`src/design/ssfe_pkg.sv`:
```
// ----------------------------------------------------------------------------
// ssfe_pkg
// Shared types, segment constants and glyph tables for the seven-segment
// frame encoder.
// ----------------------------------------------------------------------------
package ssfe_pkg;

  // Request commands.
  localparam logic [1:0] CMD_NUMBER = 2'd0;
  localparam logic [1:0] CMD_TIME   = 2'd1;
  localparam logic [1:0] CMD_CHARS  = 2'd2;

  // Segment bits of the driver's segment byte.
  localparam logic [7:0] SEG_A   = 8'h10;
  localparam logic [7:0] SEG_B   = 8'h40;
  localparam logic [7:0] SEG_C   = 8'h02;
  localparam logic [7:0] SEG_D   = 8'h04;
  localparam logic [7:0] SEG_E   = 8'h08;
  localparam logic [7:0] SEG_F   = 8'h20;
  localparam logic [7:0] SEG_G   = 8'h01;
  localparam logic [7:0] SEG_DOT = 8'h80;

  // Active-low digit select nibbles.
  localparam logic [3:0] SEL_POS1 = 4'b1101;
  localparam logic [3:0] SEL_POS2 = 4'b1011;
  localparam logic [3:0] SEL_POS3 = 4'b0111;
  localparam logic [3:0] SEL_POS4 = 4'b1110;

  // Filler bits between select nibble and segment byte.
  localparam logic [5:0] FRAME_FILL = 6'b111111;

  localparam logic [2:0] POS_FIRST = 3'd1;
  localparam logic [2:0] POS_LAST  = 3'd4;

  localparam logic [13:0] NUM_MAX = 14'd9999;

  typedef struct packed {
    logic [1:0]         cmd;
    logic signed [15:0] number_value;
    logic signed [15:0] hours_value;
    logic signed [15:0] minutes_value;
    logic [7:0]         char_one;
    logic [7:0]         char_two;
    logic [7:0]         char_three;
    logic [7:0]         char_four;
  } ssfe_req_t;

  typedef struct packed {
    logic [2:0]  digit_position;
    logic [3:0]  select_nibble;
    logic [7:0]  segment_byte;
    logic [17:0] serial_frame;
    logic        last_frame;
  } ssfe_frame_t;

  // Work item passed along the pipeline.
  typedef struct packed {
    logic            is_num;
    logic [13:0]     num;
    logic [2:0]      start_pos;
    logic [3:0][7:0] glyph;
  } ssfe_work_t;

  // Decimal digit at the given weight for a value below ten times the weight.
  function automatic logic [3:0] ssfe_quot(input logic [13:0] v, input logic [13:0] unit);
    logic [3:0] q;
    q = 4'd0;
    for (int k = 1; k <= 9; k++) begin
      if (v >= 14'(k) * unit) q = 4'(k);
    end
    return q;
  endfunction

  function automatic logic [7:0] ssfe_digit_glyph(input logic [3:0] d);
    logic [7:0] g;
    case (d)
      4'd0:    g = SEG_A | SEG_B | SEG_C | SEG_D | SEG_E | SEG_F;
      4'd1:    g = SEG_B | SEG_C;
      4'd2:    g = SEG_A | SEG_B | SEG_D | SEG_E | SEG_G;
      4'd3:    g = SEG_A | SEG_B | SEG_C | SEG_D | SEG_G;
      4'd4:    g = SEG_B | SEG_C | SEG_F | SEG_G;
      4'd5:    g = SEG_A | SEG_C | SEG_D | SEG_F | SEG_G;
      4'd6:    g = SEG_A | SEG_C | SEG_D | SEG_E | SEG_F | SEG_G;
      4'd7:    g = SEG_A | SEG_B | SEG_C;
      4'd8:    g = SEG_A | SEG_B | SEG_C | SEG_D | SEG_E | SEG_F | SEG_G;
      4'd9:    g = SEG_A | SEG_B | SEG_C | SEG_D | SEG_F | SEG_G;
      default: g = SEG_G;
    endcase
    return g;
  endfunction

  function automatic logic [7:0] ssfe_char_glyph(input logic [7:0] ch);
    logic [7:0] g;
    case (ch)
      "0":     g = ssfe_digit_glyph(4'd0);
      "1":     g = ssfe_digit_glyph(4'd1);
      "2":     g = ssfe_digit_glyph(4'd2);
      "3":     g = ssfe_digit_glyph(4'd3);
      "4":     g = ssfe_digit_glyph(4'd4);
      "5":     g = ssfe_digit_glyph(4'd5);
      "6":     g = ssfe_digit_glyph(4'd6);
      "7":     g = ssfe_digit_glyph(4'd7);
      "8":     g = ssfe_digit_glyph(4'd8);
      "9":     g = ssfe_digit_glyph(4'd9);
      "A":     g = SEG_A | SEG_B | SEG_C | SEG_E | SEG_F | SEG_G;
      "b":     g = SEG_C | SEG_D | SEG_E | SEG_F | SEG_G;
      "c":     g = SEG_D | SEG_E | SEG_G;
      "C":     g = SEG_A | SEG_D | SEG_E | SEG_F;
      "d":     g = SEG_B | SEG_C | SEG_D | SEG_E | SEG_G;
      "E":     g = SEG_A | SEG_D | SEG_E | SEG_F | SEG_G;
      "e":     g = SEG_A | SEG_B | SEG_D | SEG_E | SEG_F | SEG_G;
      "F":     g = SEG_A | SEG_E | SEG_F | SEG_G;
      "g":     g = SEG_A | SEG_B | SEG_C | SEG_D | SEG_F | SEG_G;
      "H":     g = SEG_B | SEG_C | SEG_E | SEG_F | SEG_G;
      "I":     g = SEG_E | SEG_F;
      "i":     g = SEG_E;
      "J":     g = SEG_B | SEG_C | SEG_D | SEG_E;
      "L":     g = SEG_D | SEG_E | SEG_F;
      "n":     g = SEG_C | SEG_E | SEG_G;
      "o":     g = SEG_C | SEG_D | SEG_E | SEG_G;
      "P":     g = SEG_A | SEG_B | SEG_E | SEG_F | SEG_G;
      "r":     g = SEG_E | SEG_G;
      "S":     g = SEG_A | SEG_F | SEG_G | SEG_C | SEG_D;
      "t":     g = SEG_D | SEG_E | SEG_F | SEG_G;
      "U":     g = SEG_B | SEG_C | SEG_D | SEG_E | SEG_F;
      "y":     g = SEG_B | SEG_C | SEG_D | SEG_F | SEG_G;
      " ":     g = 8'h00;
      default: g = SEG_G;
    endcase
    return g;
  endfunction

endpackage

```
`src/design/ssfe_serializer.sv`:
```
// ----------------------------------------------------------------------------
// ssfe_serializer
// Holds one finished item and sends its frames, one per cycle, from the
// first used position up to position four.
// ----------------------------------------------------------------------------
module ssfe_serializer import ssfe_pkg::*; (
  input  logic        clk,
  input  logic        rst,
  input  logic        in_valid,
  input  ssfe_work_t  in_work,
  output logic        in_ready,
  output logic        strobe,
  output ssfe_frame_t result
);

  logic            active;
  logic [2:0]      pos;
  logic [3:0][7:0] glyph;
  logic            take;
  logic            at_last;
  logic [1:0]      idx;
  logic [3:0]      sel;

  assign at_last  = (pos == POS_LAST);
  assign take     = !active || at_last;
  assign in_ready = take;
  assign idx      = 2'(pos - POS_FIRST);

  always_comb begin
    case (pos)
      3'd1:    sel = SEL_POS1;
      3'd2:    sel = SEL_POS2;
      3'd3:    sel = SEL_POS3;
      default: sel = SEL_POS4;
    endcase
  end

  always_ff @(posedge clk) begin
    if (rst) begin
      active <= 1'b0;
      pos    <= POS_LAST;
    end else if (take) begin
      active <= in_valid;
      if (in_valid) pos <= in_work.start_pos;
    end else begin
      pos <= pos + 3'd1;
    end
  end

  always_ff @(posedge clk) begin
    if (take && in_valid) glyph <= in_work.glyph;
  end

  assign strobe                = active;
  assign result.digit_position = pos;
  assign result.select_nibble  = sel;
  assign result.segment_byte   = glyph[idx];
  assign result.serial_frame   = {sel, FRAME_FILL, glyph[idx]};
  assign result.last_frame     = at_last;

  a_pos_range: assert property (@(posedge clk) disable iff (rst)
    active |-> (pos >= POS_FIRST && pos <= POS_LAST))
    else $error("frame position out of range");

  a_frames_run: assert property (@(posedge clk) disable iff (rst)
    (active && !at_last) |=> (active && pos == $past(pos) + 3'd1))
    else $error("frame run broken before last position");

  a_load: assert property (@(posedge clk) disable iff (rst)
    (take && in_valid) |=> (active && pos == $past(in_work.start_pos)))
    else $error("offered item not loaded");

endmodule

```
`config.mk`:
```
export PLATFORM = sky130hd
export DESIGN_NAME = ssfe_serializer
export DESIGN_NICKNAME = d
export VERILOG_FILES = /design/src/design/ssfe_pkg.sv /design/src/design/ssfe_serializer.sv
export SDC_FILE = /design/constraint.sdc
export NUM_CORES = 1
export LEC_CHECK = 0
export BUFFER_PORTS_ARGS = -buffer_cell sky130_fd_sc_hd__buf_2
export CORE_ASPECT_RATIO = 0.6
export CORE_MARGIN = 1.5
export CORE_UTILIZATION = 43
export DETAILED_ROUTE_END_ITERATION = 6
export PLACE_DENSITY = 0.87
export SYNTH_ARGS = -nofsm -noshare
export SYNTH_HDL_FRONTEND = slang
export SYNTH_SLANG_ARGS = --single-unit
```
`constraint.sdc`:
```
create_clock -name clk -period 2.8 [get_ports clk]
set_input_delay 0.56 -clock clk [delete_from_list [all_inputs] [get_ports clk]]
set_output_delay 0.56 -clock clk [all_outputs]
set_load 0.005 [all_outputs]
```
Yosys cells after proc, flatten, opt, wreduce, memory -nomap -nowiden --
Index checks and enable logic that the tools add are counted.
Operators by class: add/subtract/negate cells 2, order comparisons 1, equal/unequal tests 5, multiplexer cells 5, reduce and logical (&&, ||, !) cells 3
Operators by type and width (number):
- binary-select mux 8 bit (select 2 bit) | 1
- case mux 4 bit (3 select lines) | 1
- two-way mux 8 bit | 1
- equality test 3 x 2 -> 1 bit, second input constant | 2
- two-way mux 3 bit | 2
- adder 3 x 1 -> 3 bit, second input constant | 1
- equality test 3 x 1 -> 1 bit, second input constant | 1
- equality test 3 bit, second input constant | 1
- < comparator 2 x 3 -> 1 bit, second input constant | 1
- != test 2 bit, second input constant | 1
- subtractor 2 x 1 -> 2 bit, second input constant | 1
- logical AND 1 bit | 1
- zero test 1 bit | 1
- logical OR 1 bit | 1
Word-level totals: register bits after elaboration 36, input port bits 53, output and inout port bits 36

Logic depth before layout (Yosys ltp) --
depth in word-level cells 3, gate-level depth with buffers 7

Least setup slack after synthesis --
No wires, ideal clock.
kind flip-flop to output port, start point register pos[0], end point output port result[19] in the netlist's numbering, arrival 1.725 ns, data required time 2.240 ns, slack 0.515 ns, stages on the path, launching flop included 7, path buffers 3, cells stage by stage dfxtp_1 buf_4 inv_2 ha_1 clkbuf_1 mux4_2 buf_4
RTL lines:
- start: declaration | RTL line ssfe_serializer.sv:17 | logic [2:0] pos;
- start signal: assignment | RTL line ssfe_serializer.sv:44 | if (in_valid) pos <= in_work.start_pos;
- start signal: assignment | RTL line ssfe_serializer.sv:46 | pos <= pos + 3'd1;
- end: declaration | RTL line ssfe_serializer.sv:13 | output ssfe_frame_t result

==> flow_summary.toml <==
[floorplan]
ios = 89
start_util = 0.468
die-area_um2 = 4090
placementRows = 16
coreArea_um2 = 3400
dieHeight_um = 50.1
die_x_um = 81.6

[global_route]
antenna_found_initial = 0
grt_max_degree = 33
grt_pass1_vias = 937
grt_overflow = 0
grt_pass1_wl_um = 4310
grt_use_total = 0.152

[sta]
rsz0062_at_grt = "no"
tns_ns = 0
final.period_utilization = 0.875
drv_slew = 0
worstMarginPinSlew_ns = 0.706
max_freq_mhz = 408
hold_viol = 0
clock_skew_ns = 0.00436
period_needed_ns = 2.45
setup_viol = 0
slew_headroom = 0.529
fin_ws_ns = 0.351

[clock_network]
root_buffer = "clkbuf_8"
cts_sinks = 36
cts_buffers = 5
cts_tree = "built"
cts_hold_buf = 0
cts_setup_buffers = 0
cts-resized-gates = 0
cts.reportedPaths.clkPinSlew_ns = 0.07
htreeDepth = 2
worstSkewPairLatency_ns = 0.28
cts.path.max_buffers = 2

[yosys]
yosysWarnings = 0
ys_ff_latch = 36
synth_edf_count = 32
synth.distinct_cells = 23
ys_seq_area_frac = 0.654
syn_area_um2 = 1590
synth_flop_cell = "edfxtp_1"
async_flop_share = 0
postSynthAreaPerCell_um2 = 16.6
synth_cells = 96

[power]
clkPwrFrac = 0.337
p_int_mw = 1.01
ir_drop_mv = 0.411
switching_share = 0.224
seqPwrFrac = 0.497
powerDensity_nw_per_um2 = 662
pwr-share-comb = 0.166
cellLeakagePower_nw = 0.836
p_sw_uw = 290

[place]
pre_cts_ws_ns = 0.634
routabilityCongestion = 0.753
dp_hpwl_um = 2030
io_buffers = 67

[finish]
fillers = 268
area_delta_synth_final_pct = 23.0
post-route-util = 0.576
n_antenna_cell = 0
nets = 212
drive_gt1_frac = 0.568

[worst_setup_path]
endpoint_kind = "output port"
slowest_stage = "ha_1"
arrival_ns = 1.89
path_cells = "inv_1 -> ha_1 -> mux4_2 -> buf_2"
required_ns = 2.24
critPathLaunchType = "flip-flop"
path_class = "flip-flop to output port"
cp_max_fo = 9
critPathBufInv = 2
critPathMaxStageDelay_ns = 0.55
crit_family = "adder cells"

[drt]
drcViolationCount = 0
ant_nets = 0
viasPerCell = 4.74
drtPass1Iterations = 4
avgRoutedWirePerCell_um = 13.4
wl_um = 2680
dr_total_vias = 948
drtIter0Drc = 23

[run]
max_cap_violations = 0

[status]
outcome = "finished clean"

[min_path]
hold_class = "input pin to flip-flop"
==> sequential cells by signal, summed over array words and instances, names as in the netlist <==
register	flops
glyph	32
strobe	1
pos	3
==> metrics by stage <==
| stage | total power [mW] | cells | cell area [um2] | hold WS, ns |
|---|---|---|---|---|
| finish | 1.30 | 200 | 1960 | 0.445 |
| global route | 1.36 | 200 | 1960 | 0.434 |
| CTS | 1.31 | 200 | 1960 | 0.440 |
| detailed placement | 0.876 | 192 | 1850 | 0.643 |
| global placement | 0.868 | 192 | 1850 | 0.597 |
| floorplan | 0.812 | 101 | 1610 | 0.575 |
==> routing by layer <==
metal / share of wire / vias to the layer above / track usage
met5: 0 / - / 0
met4: 0.022 / 0 / 0.0819
met3: 0.083 / 7 / 0.0509
met2: 0.47 / 53 / 0.244
met1: 0.42 / 445 / 0.181
li1: - / 443 / -
==> power by group through the flow <==
| stage | registers, mW | clock network [mW] | logic, mW |
|---|---|---|---|
| 6_report | 0.645 | 0.438 | 0.215 |
| 5_1_grt | 0.650 | 0.472 | 0.241 |
| 4_1_cts | 0.646 | 0.449 | 0.220 |
| 3_5_place_dp | 0.658 | 0 | 0.218 |
| 3_3_place_gp | 0.655 | 0 | 0.214 |
| 2_1_floorplan | 0.653 | 0 | 0.159 |
==> synth_stat cells (2+ instances only) <==
cell,n,area share
inv_1,2,0.0047
buf_4,20,0.094
nand2_1,4,0.0094
ha_1,5,0.039
nor2_1,3,0.0071
inv_2,2,0.0047
edfxtp_1,32,0.60
mux4_2,8,0.11
dfxtp_1,4,0.050
a211oi_1,2,0.0094
and2_2,2,0.0094
==> worst paths after layout <==
path | from | endpoint | slack [ns] | cells after the start
setup / recovery | pos[1] | result[20] | 0.35 | 4
hold / removal | in_work[13] | glyph[13] | 0.45 | 1
setup reg to reg | pos[0] | glyph[2] | 0.97 | 5
hold reg to reg | strobe | strobe | 0.64 | 3
==> placed cells by master, fill, tap and decap left out <==
cell / count
buf_4: 1
o21bai_1: 1
conb_1: 6
o211ai_1: 1
mux4_2: 8
nand2b_1: 1
edfxtp_1: 32
buf_2: 67
and2_2: 2
ha_1: 5
bufinv_16: 1
a21boi_2: 1
clkinv_2: 1
nor2_1: 3
clkbuf_8: 5
mux2i_1: 1
a211oi_1: 2
o211a_1: 1
or4b_1: 1
inv_2: 2
o21ai_0: 1
a21o_1: 1
clkbuf_1: 1
nand2_1: 4
inv_1: 2
dfxtp_1: 4
==> kinds of logic (layout without fill, tap and decap cells) <==
group / count (synthesis) / after routing / share of synthesized area
AOI/OAI and AO/OA: 8 / 8 / 0.0401
adders and majority gates: 5 / 5 / 0.0393
buffers and inverters: 26 / 80 / 0.109
DFF: 36 / 36 / 0.654
muxes: 9 / 9 / 0.119
other: 1 / 6 / 0.00235
and+or+nand+nor: 11 / 11 / 0.0361
==> final cells by class <==
type	count	area [um2]	share of cell area
multi-input combinational	39	397	0.202
tap	45	56.3	0.0287
inverter	4	15.0	0.00766
clock inverter	2	35.0	0.0179
clock buffer	6	72.6	0.0370
timing repair buffer	68	343	0.175
sequential	36	1040	0.531
No activity file was read; power rests on OpenSTA's default activity.
