==> src/design/ssfe_pkg.sv <==
// ----------------------------------------------------------------------------
// ssfe_pkg
// Shared types, segment constants and glyph tables for the seven-segment
// frame encoder.
// ----------------------------------------------------------------------------
package ssfe_pkg;

  // Request commands.
  localparam logic [1:0] CMD_NUMBER = 2'd0;
  localparam logic [1:0] CMD_TIME   = 2'd1;
  localparam logic [1:0] CMD_CHARS  = 2'd2;

  // Segment bits of the driver's segment byte.
  localparam logic [7:0] SEG_A   = 8'h10;
  localparam logic [7:0] SEG_B   = 8'h40;
  localparam logic [7:0] SEG_C   = 8'h02;
  localparam logic [7:0] SEG_D   = 8'h04;
  localparam logic [7:0] SEG_E   = 8'h08;
  localparam logic [7:0] SEG_F   = 8'h20;
  localparam logic [7:0] SEG_G   = 8'h01;
  localparam logic [7:0] SEG_DOT = 8'h80;

  // Active-low digit select nibbles.
  localparam logic [3:0] SEL_POS1 = 4'b1101;
  localparam logic [3:0] SEL_POS2 = 4'b1011;
  localparam logic [3:0] SEL_POS3 = 4'b0111;
  localparam logic [3:0] SEL_POS4 = 4'b1110;

  // Filler bits between select nibble and segment byte.
  localparam logic [5:0] FRAME_FILL = 6'b111111;

  localparam logic [2:0] POS_FIRST = 3'd1;
  localparam logic [2:0] POS_LAST  = 3'd4;

  localparam logic [13:0] NUM_MAX = 14'd9999;

  typedef struct packed {
    logic [1:0]         cmd;
    logic signed [15:0] number_value;
    logic signed [15:0] hours_value;
    logic signed [15:0] minutes_value;
    logic [7:0]         char_one;
    logic [7:0]         char_two;
    logic [7:0]         char_three;
    logic [7:0]         char_four;
  } ssfe_req_t;

  typedef struct packed {
    logic [2:0]  digit_position;
    logic [3:0]  select_nibble;
    logic [7:0]  segment_byte;
    logic [17:0] serial_frame;
    logic        last_frame;
  } ssfe_frame_t;

  // Work item passed along the pipeline.
  typedef struct packed {
    logic            is_num;
    logic [13:0]     num;
    logic [2:0]      start_pos;
    logic [3:0][7:0] glyph;
  } ssfe_work_t;

  // Decimal digit at the given weight for a value below ten times the weight.
  function automatic logic [3:0] ssfe_quot(input logic [13:0] v, input logic [13:0] unit);
    logic [3:0] q;
    q = 4'd0;
    for (int k = 1; k <= 9; k++) begin
      if (v >= 14'(k) * unit) q = 4'(k);
    end
    return q;
  endfunction

  function automatic logic [7:0] ssfe_digit_glyph(input logic [3:0] d);
    logic [7:0] g;
    case (d)
      4'd0:    g = SEG_A | SEG_B | SEG_C | SEG_D | SEG_E | SEG_F;
      4'd1:    g = SEG_B | SEG_C;
      4'd2:    g = SEG_A | SEG_B | SEG_D | SEG_E | SEG_G;
      4'd3:    g = SEG_A | SEG_B | SEG_C | SEG_D | SEG_G;
      4'd4:    g = SEG_B | SEG_C | SEG_F | SEG_G;
      4'd5:    g = SEG_A | SEG_C | SEG_D | SEG_F | SEG_G;
      4'd6:    g = SEG_A | SEG_C | SEG_D | SEG_E | SEG_F | SEG_G;
      4'd7:    g = SEG_A | SEG_B | SEG_C;
      4'd8:    g = SEG_A | SEG_B | SEG_C | SEG_D | SEG_E | SEG_F | SEG_G;
      4'd9:    g = SEG_A | SEG_B | SEG_C | SEG_D | SEG_F | SEG_G;
      default: g = SEG_G;
    endcase
    return g;
  endfunction

  function automatic logic [7:0] ssfe_char_glyph(input logic [7:0] ch);
    logic [7:0] g;
    case (ch)
      "0":     g = ssfe_digit_glyph(4'd0);
      "1":     g = ssfe_digit_glyph(4'd1);
      "2":     g = ssfe_digit_glyph(4'd2);
      "3":     g = ssfe_digit_glyph(4'd3);
      "4":     g = ssfe_digit_glyph(4'd4);
      "5":     g = ssfe_digit_glyph(4'd5);
      "6":     g = ssfe_digit_glyph(4'd6);
      "7":     g = ssfe_digit_glyph(4'd7);
      "8":     g = ssfe_digit_glyph(4'd8);
      "9":     g = ssfe_digit_glyph(4'd9);
      "A":     g = SEG_A | SEG_B | SEG_C | SEG_E | SEG_F | SEG_G;
      "b":     g = SEG_C | SEG_D | SEG_E | SEG_F | SEG_G;
      "c":     g = SEG_D | SEG_E | SEG_G;
      "C":     g = SEG_A | SEG_D | SEG_E | SEG_F;
      "d":     g = SEG_B | SEG_C | SEG_D | SEG_E | SEG_G;
      "E":     g = SEG_A | SEG_D | SEG_E | SEG_F | SEG_G;
      "e":     g = SEG_A | SEG_B | SEG_D | SEG_E | SEG_F | SEG_G;
      "F":     g = SEG_A | SEG_E | SEG_F | SEG_G;
      "g":     g = SEG_A | SEG_B | SEG_C | SEG_D | SEG_F | SEG_G;
      "H":     g = SEG_B | SEG_C | SEG_E | SEG_F | SEG_G;
      "I":     g = SEG_E | SEG_F;
      "i":     g = SEG_E;
      "J":     g = SEG_B | SEG_C | SEG_D | SEG_E;
      "L":     g = SEG_D | SEG_E | SEG_F;
      "n":     g = SEG_C | SEG_E | SEG_G;
      "o":     g = SEG_C | SEG_D | SEG_E | SEG_G;
      "P":     g = SEG_A | SEG_B | SEG_E | SEG_F | SEG_G;
      "r":     g = SEG_E | SEG_G;
      "S":     g = SEG_A | SEG_F | SEG_G | SEG_C | SEG_D;
      "t":     g = SEG_D | SEG_E | SEG_F | SEG_G;
      "U":     g = SEG_B | SEG_C | SEG_D | SEG_E | SEG_F;
      "y":     g = SEG_B | SEG_C | SEG_D | SEG_F | SEG_G;
      " ":     g = 8'h00;
      default: g = SEG_G;
    endcase
    return g;
  endfunction

endpackage

==> src/design/ssfe_digits.sv <==
// ----------------------------------------------------------------------------
// ssfe_digits
// Three stages that split the clamped number into decimal digits (thousands,
// hundreds, then tens and ones) and fill in digit glyphs for number requests.
// ----------------------------------------------------------------------------
module ssfe_digits import ssfe_pkg::*; (
  input  logic       clk,
  input  logic       rst,
  input  logic       in_valid,
  input  ssfe_work_t in_work,
  output logic       in_ready,
  output logic       out_valid,
  output ssfe_work_t out_work,
  input  logic       out_ready
);

  typedef struct packed {
    ssfe_work_t  w;
    logic [3:0]  d0;
    logic [9:0]  rem;
  } thou_t;

  typedef struct packed {
    ssfe_work_t  w;
    logic [3:0]  d0;
    logic [3:0]  d1;
    logic [6:0]  rem;
  } hund_t;

  logic       v2;
  logic       v3;
  logic       v4;
  logic       r2;
  logic       r3;
  logic       r4;
  thou_t      s2;
  thou_t      s2_next;
  hund_t      s3;
  hund_t      s3_next;
  ssfe_work_t s4;
  ssfe_work_t s4_next;
  logic [3:0] d2;
  logic [3:0] d3;

  assign r4       = !v4 || out_ready;
  assign r3       = !v3 || r4;
  assign r2       = !v2 || r3;
  assign in_ready = r2;

  always_comb begin
    s2_next.w   = in_work;
    s2_next.d0  = ssfe_quot(in_work.num, 14'd1000);
    s2_next.rem = 10'(in_work.num - 14'(s2_next.d0) * 14'd1000);

    s3_next.w   = s2.w;
    s3_next.d0  = s2.d0;
    s3_next.d1  = ssfe_quot(14'(s2.rem), 14'd100);
    s3_next.rem = 7'(14'(s2.rem) - 14'(s3_next.d1) * 14'd100);

    d2 = ssfe_quot(14'(s3.rem), 14'd10);
    d3 = 4'(14'(s3.rem) - 14'(d2) * 14'd10);

    s4_next = s3.w;
    if (s3.w.is_num) begin
      s4_next.glyph[0] = ssfe_digit_glyph(s3.d0);
      s4_next.glyph[1] = ssfe_digit_glyph(s3.d1);
      s4_next.glyph[2] = ssfe_digit_glyph(d2);
      s4_next.glyph[3] = ssfe_digit_glyph(d3);
    end
  end

  always_ff @(posedge clk) begin
    if (rst) begin
      v2 <= 1'b0;
      v3 <= 1'b0;
      v4 <= 1'b0;
    end else begin
      if (r2) v2 <= in_valid;
      if (r3) v3 <= v2;
      if (r4) v4 <= v3;
    end
  end

  always_ff @(posedge clk) begin
    if (r2 && in_valid) s2 <= s2_next;
    if (r3 && v2)       s3 <= s3_next;
    if (r4 && v3)       s4 <= s4_next;
  end

  assign out_valid = v4;
  assign out_work  = s4;

endmodule

==> config.mk <==
export PLATFORM = sky130hd
export DESIGN_NAME = ssfe_digits
export DESIGN_NICKNAME = d
export VERILOG_FILES = /design/src/design/ssfe_pkg.sv /design/src/design/ssfe_digits.sv
export SDC_FILE = /design/constraint.sdc
export NUM_CORES = 1
export LEC_CHECK = 0
export ABC_AREA = 1
export BUFFER_PORTS_ARGS = -buffer_cell sky130_fd_sc_hd__clkbuf_2
export CAP_MARGIN = 15
export CORE_MARGIN = 5
export CORE_UTILIZATION = 40
export CTS_CLUSTER_DIAMETER = 150
export DETAILED_ROUTE_END_ITERATION = 12
export HOLD_SLACK_MARGIN = 0.15
export SLEW_MARGIN = 5
export SYNTH_ARGS = -nofsm -noshare
export SYNTH_HDL_FRONTEND = slang
export SYNTH_SLANG_ARGS = --single-unit
export TNS_END_PERCENT = 50
==> constraint.sdc <==
create_clock -name clk -period 4.89 [get_ports clk]
set_clock_uncertainty 0.05 [all_clocks]
set_input_delay 0.7335 -clock clk [delete_from_list [all_inputs] [get_ports clk]]
set_output_delay 0.7335 -clock clk [all_outputs]
set_load 0.1 [all_outputs]
**Word level (Yosys, flattened, before mapping)**

Memory sizes are Yosys's and may differ from the RTL's. A register that Yosys moved wholly into a read port is not among the register bits.
Index checks and enable logic that the tools add are counted.
Widths: inputs -> output; s select.

- Flip-flop bits (word level): 182
- Bits in read-only memories: 448
- Logic and storage cells: 105
- Input bits: 54
- Memories kept: 4

Memory list:

| memory | words | bits a word | rd ports | clocked after Yosys merged registers in | wr ports | line | RTL |
|---|---|---|---|---|---|---|---|
| (name not given) | 16 | 7 | 1 | 1 | 0 | ssfe_pkg.sv:76 | `case (d)` |
| (name not given) | 16 | 7 | 1 | 1 | 0 | ssfe_pkg.sv:76 |  |
| (name not given) | 16 | 7 | 1 | 0 | 0 | ssfe_pkg.sv:76 |  |
| (name not given) | 16 | 7 | 1 | 0 | 0 | ssfe_pkg.sv:76 |  |

- Multiplexer cells: 30
- $mul: 3
- Magnitude comparators: 27
- Add/subtract/negate cells: 3
- Reductions and logical operators: 9

Operators by type and width:

| kind | number |
|---|---|
| $mux 4 | 26 |
| $ge 14x13->1 const B | 4 |
| $ge 10x10->1 const B | 4 |
| $mux 32 | 1 |
| $ge 10x9->1 const B | 3 |
| $ge 14x12->1 const B | 2 |
| $ge 7x6->1 const B | 3 |
| $ge 7x7->1 const B | 3 |
| $ge 14x10->1 const B | 1 |
| $ge 14x11->1 const B | 1 |
| $ge 14x14->1 const B | 1 |
| $ge 7x5->1 const B | 2 |
| $ge 10x7->1 const B | 1 |
| $ge 10x8->1 const B | 1 |
| $sub 10x10->10 | 1 |
| $ge 7x4->1 const B | 1 |
| $mul 4x7->7 const B | 1 |
| $sub 7x7->7 | 1 |
| $mul 4x5->5 const B | 1 |
| $mul 4x3->3 const B | 1 |
| $sub 4x4->4 | 1 |
| $logic_and 1x1->1 | 3 |
| $logic_not 1->1 | 3 |
| $logic_or 1x1->1 | 3 |
| $mux 1 | 3 |

**Depth between registers and ports, before layout**

Gate-level depths: netlist of run 1.
An unclocked memory read counts as a cell.

- Depth in word-level cells: 14
- Mapped depth: 25
- Gate-level depth less buffers: 25

**Worst setup path before layout of run 1**

OpenSTA, ideal clock, no wires.

- Kind: in2reg
- From: in in_work[43] in the netlist's numbering
- To: reg s2[9] in the netlist's numbering, data pin
- Path slack: 658 ps
- Data arrival time: 3,929 ps
- Path buffers: 0
- Library setup time: 253 ps
- Required time: 4,587 ps
- Cell stages on the path: 20
- Cell sequence: nand2_1 -> nor2_2 -> nand2_1 -> o21ai_1 -> nand2_1 -> a21oi_1 -> ha_1 -> inv_1 -> fa_1 -> inv_1 -> fa_1 -> inv_1 -> ha_1 -> nand2_1 -> nand2_1 -> a21oi_1 -> xnor2_1 -> inv_1 -> nand2_1 -> nand2_1

RTL lines:

| item | line | RTL |
|---|---|---|
| start, declared | ssfe_digits.sv:10 | `input ssfe_work_t in_work,` |
| end signal, assigned | ssfe_digits.sv:85 | `if (r2 && in_valid) s2 <= s2_next;` |
| end, declared | ssfe_digits.sv:36 | `thou_t s2;` |

==> results of run 1 <==
-- how the worst max path moves through the flow --
| stage | startpoint | end | depth (start not counted) |
|---|---|---|---|
| global route | in_work[44] | s2[9]$_DFFE_PP_ | 22 |
| CTS | in_work[47] | s2[9]$_DFFE_PP_ | 23 |
| global placement | in_work[44] | s2[9]$_DFFE_PP_ | 22 |
| detailed placement | in_work[47] | s2[9]$_DFFE_PP_ | 23 |
| finish | in_work[47] | s2[9]$_DFFE_PP_ | 23 |
| floorplan | in_work[43] | s2[9]$_DFFE_PP_ | 20 |
-- routing by layer --
metal / track usage / vias up / wire, um
met4: 0.0429 / 0 / 236
met5: 0 / - / 0
met1: 0.182 / 2298 / 7070
met3: 0.0295 / 18 / 629
li1: - / 2530 / -
met2: 0.215 / 108 / 7120
-- flip-flops by register name, summed over array words and instances, names as in the netlist, named ones only --
| name | flops |
|---|---|
| out_valid | 1 |
| out_work | 50 |
| s2 | 61 |
| s3 | 63 |
| v2 | 1 |
| v3 | 1 |
-- metrics by stage --
stage	instance area [um^2]	cells	hold slack, ps	utilization	setup slack, ps
floorplan	8240	671	350	-	658
global placement	9120	1046	350	0.451	433
detailed placement	9120	1046	355	0.451	370
CTS	9740	1077	370	0.481	826
global route	9740	1077	373	0.481	507
finish	9740	1077	368	0.481	843
-- cells by family after synthesis --
| kind of cell | share of synthesized area |
|---|---|
| flip-flops | 0.676 |
| XOR/XNOR | 0.0179 |
| AND/OR/NAND/NOR | 0.122 |
| buffers and inverters | 0.0410 |
| adder cells (fa/ha/maj) | 0.0823 |
| AO/OA/AOI/OAI | 0.0608 |
-- cells in the mapped netlist --
cell                       instances  area [um^2]
sky130_fd_sc_hd__xor2_1            5         43.8
sky130_fd_sc_hd__nand3b_1          1         7.51
sky130_fd_sc_hd__or2_2             8         50.1
sky130_fd_sc_hd__o22a_1            1         8.76
sky130_fd_sc_hd__a21oi_1          25          125
sky130_fd_sc_hd__a21oi_2           2         17.5
sky130_fd_sc_hd__clkbuf_1          4         15.0
sky130_fd_sc_hd__dfxtp_1          17          340
sky130_fd_sc_hd__o21ai_4           1         16.3
sky130_fd_sc_hd__o311ai_0          1         8.76
sky130_fd_sc_hd__nor2_2            4         25.0
sky130_fd_sc_hd__a21o_1            1         7.51
sky130_fd_sc_hd__a31oi_1           7         43.8
sky130_fd_sc_hd__inv_2            14         52.6
sky130_fd_sc_hd__xnor2_1          10         87.6
sky130_fd_sc_hd__nand3_1          16         80.1
sky130_fd_sc_hd__nand2_1         164          616
sky130_fd_sc_hd__buf_4             2         15.0
sky130_fd_sc_hd__o21ai_2           3         26.3
sky130_fd_sc_hd__nor3_1            3         15.0
sky130_fd_sc_hd__inv_1            65          244
sky130_fd_sc_hd__edfxtp_1        174         5230
sky130_fd_sc_hd__o21ai_1           8         40.0
sky130_fd_sc_hd__o21bai_1          3         22.5
sky130_fd_sc_hd__nand2_2           8         50.1
sky130_fd_sc_hd__ha_1             43          538
sky130_fd_sc_hd__nand4_1           1         6.26
sky130_fd_sc_hd__a211oi_1          1         7.51
sky130_fd_sc_hd__nor2_1           33          124
sky130_fd_sc_hd__o22ai_1           3         18.8
sky130_fd_sc_hd__xor2_2            1         16.3
sky130_fd_sc_hd__nand3_2           1         10.0
sky130_fd_sc_hd__o21ai_0          24          120
sky130_fd_sc_hd__buf_6             1         11.3
sky130_fd_sc_hd__fa_1              7          140
sky130_fd_sc_hd__or2_1             4         25.0
sky130_fd_sc_hd__o211ai_1          5         37.5
-- cell type report --
class                           count  area share
Inverter                           79      0.0304
Clock inverter                     14      0.0197
Tap cell                          270      0.0347
Sequential cell                   191       0.571
Multi-Input combinational cell    394       0.241
Timing Repair Buffer              112      0.0593
Clock buffer                       17      0.0437
-- where the power goes --
part | switching [mW] | internal (mW) | total (mW) | leakage [nW]
Combinational | 1.19 | 0.645 | 1.84 | 2.06
Sequential | 0.0904 | 2.03 | 2.12 | 1.79
Clock | 0.650 | 0.783 | 1.43 | 0.300
-- worst max-delay path, delay by kind of cell --
kind | cells | cell delay (ps)
compound gates | 3 | 370
simple gates | 7 | 540
fa+ha+maj | 4 | 1630
buf+inv | 8 | 740
xor+xnor | 1 | 160
==> key figures, run 1 <==
CTS
  • Clk pin slew, worst setup/hold paths: 70 ps
  • Sinks on the clock net: 191
  • Cell chosen for the clock root: sky130_fd_sc_hd__clkbuf_16
  • Clk Latency, worst-skew pair: 430 ps
  • Number of gates resized after cts: 0
  • # H-tree levels: 4
  • Number of buffers created by CTS: 17
  • Worst-case clock buffer depth: 2
  • Hold buffers post-CTS: 0
  • Post-CTS setup buffer count: 0
  • CTS tree: built

Yosys
  • Total number of yosys warnings: 0
  • Total standard cell area after synthesis: 0.00824 mm^2
  • Number of nets in the synthesized netlist: 775
  • Synth cell types: 37
  • Post-synthesis instance total: 671
  • Flops & latches, synth: 191
  • Sequential share of the synthesized area: 0.676
  • Synth Area per Inst: 12.3 um^2

Final layout
  • Final-stage net count: 899
  • Sequential cell area: 0.00557 mm^2
  • Multi-input gate area: 0.00235 mm^2
  • Ratio of cells with drive above 1 in the final layout: 0.232
  • Fill cell total of the finished layout: 1819
  • Leading cell type in the layout, fill and taps excluded: sky130_fd_sc_hd__edfxtp_1
  • Inserted Diodes: 0
  • Commonest non-fill, non-tap cells in the layout: sky130_fd_sc_hd__edfxtp_1 (174), sky130_fd_sc_hd__nand2_1 (164), sky130_fd_sc_hd__clkbuf_2 (105)
  • Synth-to-Final Area Change: 18.2%

Critical path
  • Register-to-Register Path Depth: 23
  • Endpoint class of the critical path: flip-flop
  • Crit-path max FO: 6
  • Nature of the critical path startpoint: input pin
  • Data arrival time of the critical path: 4180 ps
  • Top cell by count, worst path: sky130_fd_sc_hd__inv_1
  • Register-to-register setup slack: 1620 ps
  • Crit Path Category: in -> reg
  • Crit-path cells: clkbuf_2, inv_1, nor2_1, nand3_1, a211oi_1, nor2_1, inv_1, a21oi_1, buf_4, ha_1, inv_1, fa_1, inv_1, fa_1, inv_1, ha_1, nand2_1, nand2_1, a21oi_1, xnor2_1, inv_1, nand2_1, nand2_1
  • Slowest library cell on the worst path: sky130_fd_sc_hd__fa_1
  • CP required: 5020 ps
  • Largest stage delay on the critical path: 530 ps
  • Reg2Reg Capture Point: out_work[28]$_DFFE_PP_
  • Startpoint of the lowest-slack register-to-register path: s3[6]$_DFFE_PP_

Timing
  • Pin slew with the least headroom to its limit: 1070 ps
  • Number of failing setup endpoints in the final timing report: 0
  • Part of the cycle the worst path needs: 0.828
  • Maximum operating frequency: 0.247 GHz
  • Setup repair after global routing missed its margin: no
  • Number of pins with negative max-slew slack in the final report: 0
  • Worst rel slew slack: 0.288
  • Setup_tns: 0 ps
  • Endpoints failing hold: 0
  • Min cycle time layout: 4050 ps

Routing
  • Remaining routing DRC violations: 0
  • Number of DRC violations after detailed-routing iteration 0: 232
  • Final Routed Wirelength: 15100 um
  • ANT nets after route: 0
  • TritonRoute pass-1 iters: 4
  • Via-to-Cell Ratio: 4.60
  • Average wire per cell in the routed design: 14.0 um
  • Number of vias after detailed routing: 4954

Hold path
  • Cell depth of the worst min-delay path: 0
  • Hold Startpoint: s2[63]$_DFFE_PP_
  • Worst hold endpoint: s3[64]$_DFFE_PP_
  • Path category of the worst min-delay check: reg -> reg

Flow run
  • Max-Cap Viols: 0

Global route
  • Gr ovfl total: 0
  • Vias in the first global route: 5044
  • Antenna violations before repair: 0
  • Tot GR Track Use: 0.134
  • First-pass GRT wire length: 25300 um
  • Largest net degree at the start of global routing: 45

Power
  • Lkg Pwr: 4.15 nW
  • Power Density: 553 mW/mm^2
  • Worst VDD drop: 0.000290 V
  • Overall power after layout: 5.39 mW

Placement
  • DP HPWL: 10700 um
  • Weighted congestion at the end of routability-driven global placement: 0.885
  • Number of buffers inserted by port buffering: 105

Status
  • Result of the run: completed

Floorplanning
  • DIE AREA: 0.0236 mm^2
  • Std-Cell Core Area: 0.0202 mm^2
  • I/O pin cnt: 106
  • Effective utilization at floorplan: 0.407
  • Height of the die: 154 um
  • Standard-cell rows: 52
  • Die boundary width: 154 um
Note: power is estimated with default switching activity, not from simulation.
==> inputs of run 2 (changes only) <==
==> constraint.sdc (replaced) <==
create_clock -name clk -period 3.4 [get_ports clk]
set_clock_uncertainty 0.05 [all_clocks]
set_input_delay 0.51 -clock clk [delete_from_list [all_inputs] [get_ports clk]]
set_output_delay 0.51 -clock clk [all_outputs]
set_load 0.1 [all_outputs]
==> run 2 against run 1 <==
Against the previous run:
- non-clock buffer count increased by 49
- total power up 47%
- clock-buffer cell count unchanged
- the flow now finishes with violations (setup timing)
- clock power increased by 41%
==> key figures, run 2 (synthesized netlist as in run 1, its figures left out) <==
Status
  • Result of the run: finished with violations
  • Failing checks: setup timing

Timing
  • Pin slew with the least headroom to its limit: 834 ps
  • Number of pins with negative max-slew slack in the final report: 0
  • Worst path setup slack after routing: -58.8 ps
  • Endpoints failing hold: 0
  • Worst rel slew slack: 0.443
  • Part of the cycle the worst path needs: 1.02
  • Setup repair after global routing missed its margin: yes
  • Number of failing setup endpoints in the final timing report: 1
  • Min cycle time layout: 3460 ps
  • Final worst hold slack: 205 ps
  • Maximum operating frequency: 0.289 GHz

Routing
  • Via-to-Cell Ratio: 4.52
  • Final Routed Wirelength: 15500 um
  • Number of DRC violations after detailed-routing iteration 0: 252
  • Average wire per cell in the routed design: 13.8 um
  • ANT nets after route: 0
  • Remaining routing DRC violations: 0
  • TritonRoute pass-1 iters: 5
  • Number of vias after detailed routing: 5093

Global route
  • Gr ovfl total: 0
  • Vias in the first global route: 5072
  • Antenna violations before repair: 0
  • Tot GR Track Use: 0.135
  • Largest net degree at the start of global routing: 48
  • First-pass GRT wire length: 25400 um

CTS
  • CTS tree: built
  • Clk Latency, worst-skew pair: 430 ps
  • Cell chosen for the clock root: sky130_fd_sc_hd__clkbuf_16
  • Worst-case clock buffer depth: 2
  • Number of buffers created by CTS: 17
  • Clk pin slew, worst setup/hold paths: 80 ps
  • # H-tree levels: 4
  • Sinks on the clock net: 191

Placement
  • DP HPWL: 10800 um
  • Placed inst area: 0.00949 mm^2
  • Worst slack after detailed placement: -566 ps
  • Number of buffers inserted by port buffering: 105
  • Weighted congestion at the end of routability-driven global placement: 0.879
  • Total placed cells including tap cells: 1089

Critical path
  • Nature of the critical path startpoint: input pin
  • Crit-path max FO: 5
  • Endpoint class of the critical path: flip-flop
  • CP required: 3540 ps
  • Crit Path Category: in -> reg
  • Data arrival time of the critical path: 3600 ps

Floorplanning
  • Die boundary width: 154 um
  • Std-Cell Core Area: 0.0202 mm^2
  • Height of the die: 154 um
  • Effective utilization at floorplan: 0.407
  • Standard-cell rows: 52
  • I/O pin cnt: 106
  • DIE AREA: 0.0236 mm^2

Final layout
  • Inserted Diodes: 0
  • Register bank with the most flops: s3
  • Ratio of cells with drive above 1 in the final layout: 0.321
  • Largest register FFs: 63
  • Synth-to-Final Area Change: 25.0%
  • Final std cell area, no fill: 0.0103 mm^2
  • Final-stage net count: 948
  • Final std cells w/o fill: 1127
  • Commonest non-fill, non-tap cells in the layout: sky130_fd_sc_hd__edfxtp_1 (174), sky130_fd_sc_hd__nand2_1 (157), sky130_fd_sc_hd__clkbuf_2 (101)
  • Fill cell total of the finished layout: 1788
  • Leading cell type in the layout, fill and taps excluded: sky130_fd_sc_hd__edfxtp_1

Hold path
  • Path category of the worst min-delay check: in -> reg

Flow run
  • Max-Cap Viols: 0

Power
  • Portion of total power attributed to the clock network: 0.255
  • Power dissipated by switching net loads: 2.86 mW
  • Pint: 5.06 mW
  • Overall power after layout: 7.92 mW
  • Lkg Pwr: 4.40 nW
  • Worst VDD drop: 0.000483 V
  • Switching power share of the total: 0.362
  • Combinational power share: 0.361
  • Power Density: 769 mW/mm^2
  • Relative contribution of sequential cells to total power: 0.384
-- run 2: area by class of cell --
class	instances	area (um^2)	area share
Multi-Input combinational cell	394	2510	0.244
Timing Repair Buffer	161	972	0.0944
Clock inverter	15	185	0.0180
Tap cell	270	338	0.0328
Sequential cell	191	5570	0.540
Clock buffer	17	425	0.0413
Inverter	79	303	0.0294
-- run 2: path summary, 6_finish.rpt --
path	start	to	slack, ps	depth (start not counted)
worst min register to register	s2[22]$_DFFE_PP_	s3[23]$_DFFE_PP_	370	0
worst min-delay path	in_work[33]	s2[47]$_DFFE_PP_	200	1
worst max register to register	s3[6]$_DFFE_PP_	out_work[28]$_DFFE_PP_	230	23
worst max-delay path	in_work[44]	s2[9]$_DFFE_PP_	-60	21
-- run 2: layer usage --
metal,part of all wire,track usage
met5,0,0
met4,0.015,0.0479
met3,0.035,0.0245
met2,0.50,0.226
met1,0.45,0.176
-- run 2: power groups by stage --
stage | combinational (mW) | clock (mW) | sequential, mW
4_1_cts | 2.79 | 2.07 | 3.05
3_3_place_gp | 2.72 | 0 | 3.10
5_1_grt | 3.29 | 2.18 | 3.07
2_1_floorplan | 1.91 | 0 | 3.31
6_report | 2.86 | 2.02 | 3.04
3_5_place_dp | 2.74 | 0 | 3.10
-- run 2: repair_timing --
action / in CTS / in global routing
endpoints found under the setup margin: 1 / 8
pin swaps: 19 / 20
resized for setup: 23 / 20
hold buffers: 0 / 0
setup buffers: 3 / 4
-- run 2: metrics by stage --
stage,setup TNS (ps),util
2_1_floorplan,-315,-
3_3_place_gp,-1070,0.469
3_5_place_dp,-1250,0.469
4_1_cts,0,0.505
5_1_grt,-257,0.509
6_report,-58.8,0.509
-- run 2: critical path, cell delays in order --
cell	delay [ps]
sky130_fd_sc_hd__buf_8	80
sky130_fd_sc_hd__nand2_4	50
sky130_fd_sc_hd__nor2_4	150
sky130_fd_sc_hd__nand2_2	100
sky130_fd_sc_hd__o21ai_2	200
sky130_fd_sc_hd__nand2_2	90
sky130_fd_sc_hd__a21oi_4	270
sky130_fd_sc_hd__ha_4	180
sky130_fd_sc_hd__inv_2	30
sky130_fd_sc_hd__fa_1	510
sky130_fd_sc_hd__inv_2	50
sky130_fd_sc_hd__fa_1	540
sky130_fd_sc_hd__inv_2	50
sky130_fd_sc_hd__ha_4	230
sky130_fd_sc_hd__nand2_2	70
sky130_fd_sc_hd__nand2_2	50
sky130_fd_sc_hd__a21oi_2	130
sky130_fd_sc_hd__xnor2_1	150
sky130_fd_sc_hd__inv_1	60
sky130_fd_sc_hd__nand2_1	50
sky130_fd_sc_hd__nand2_1	40
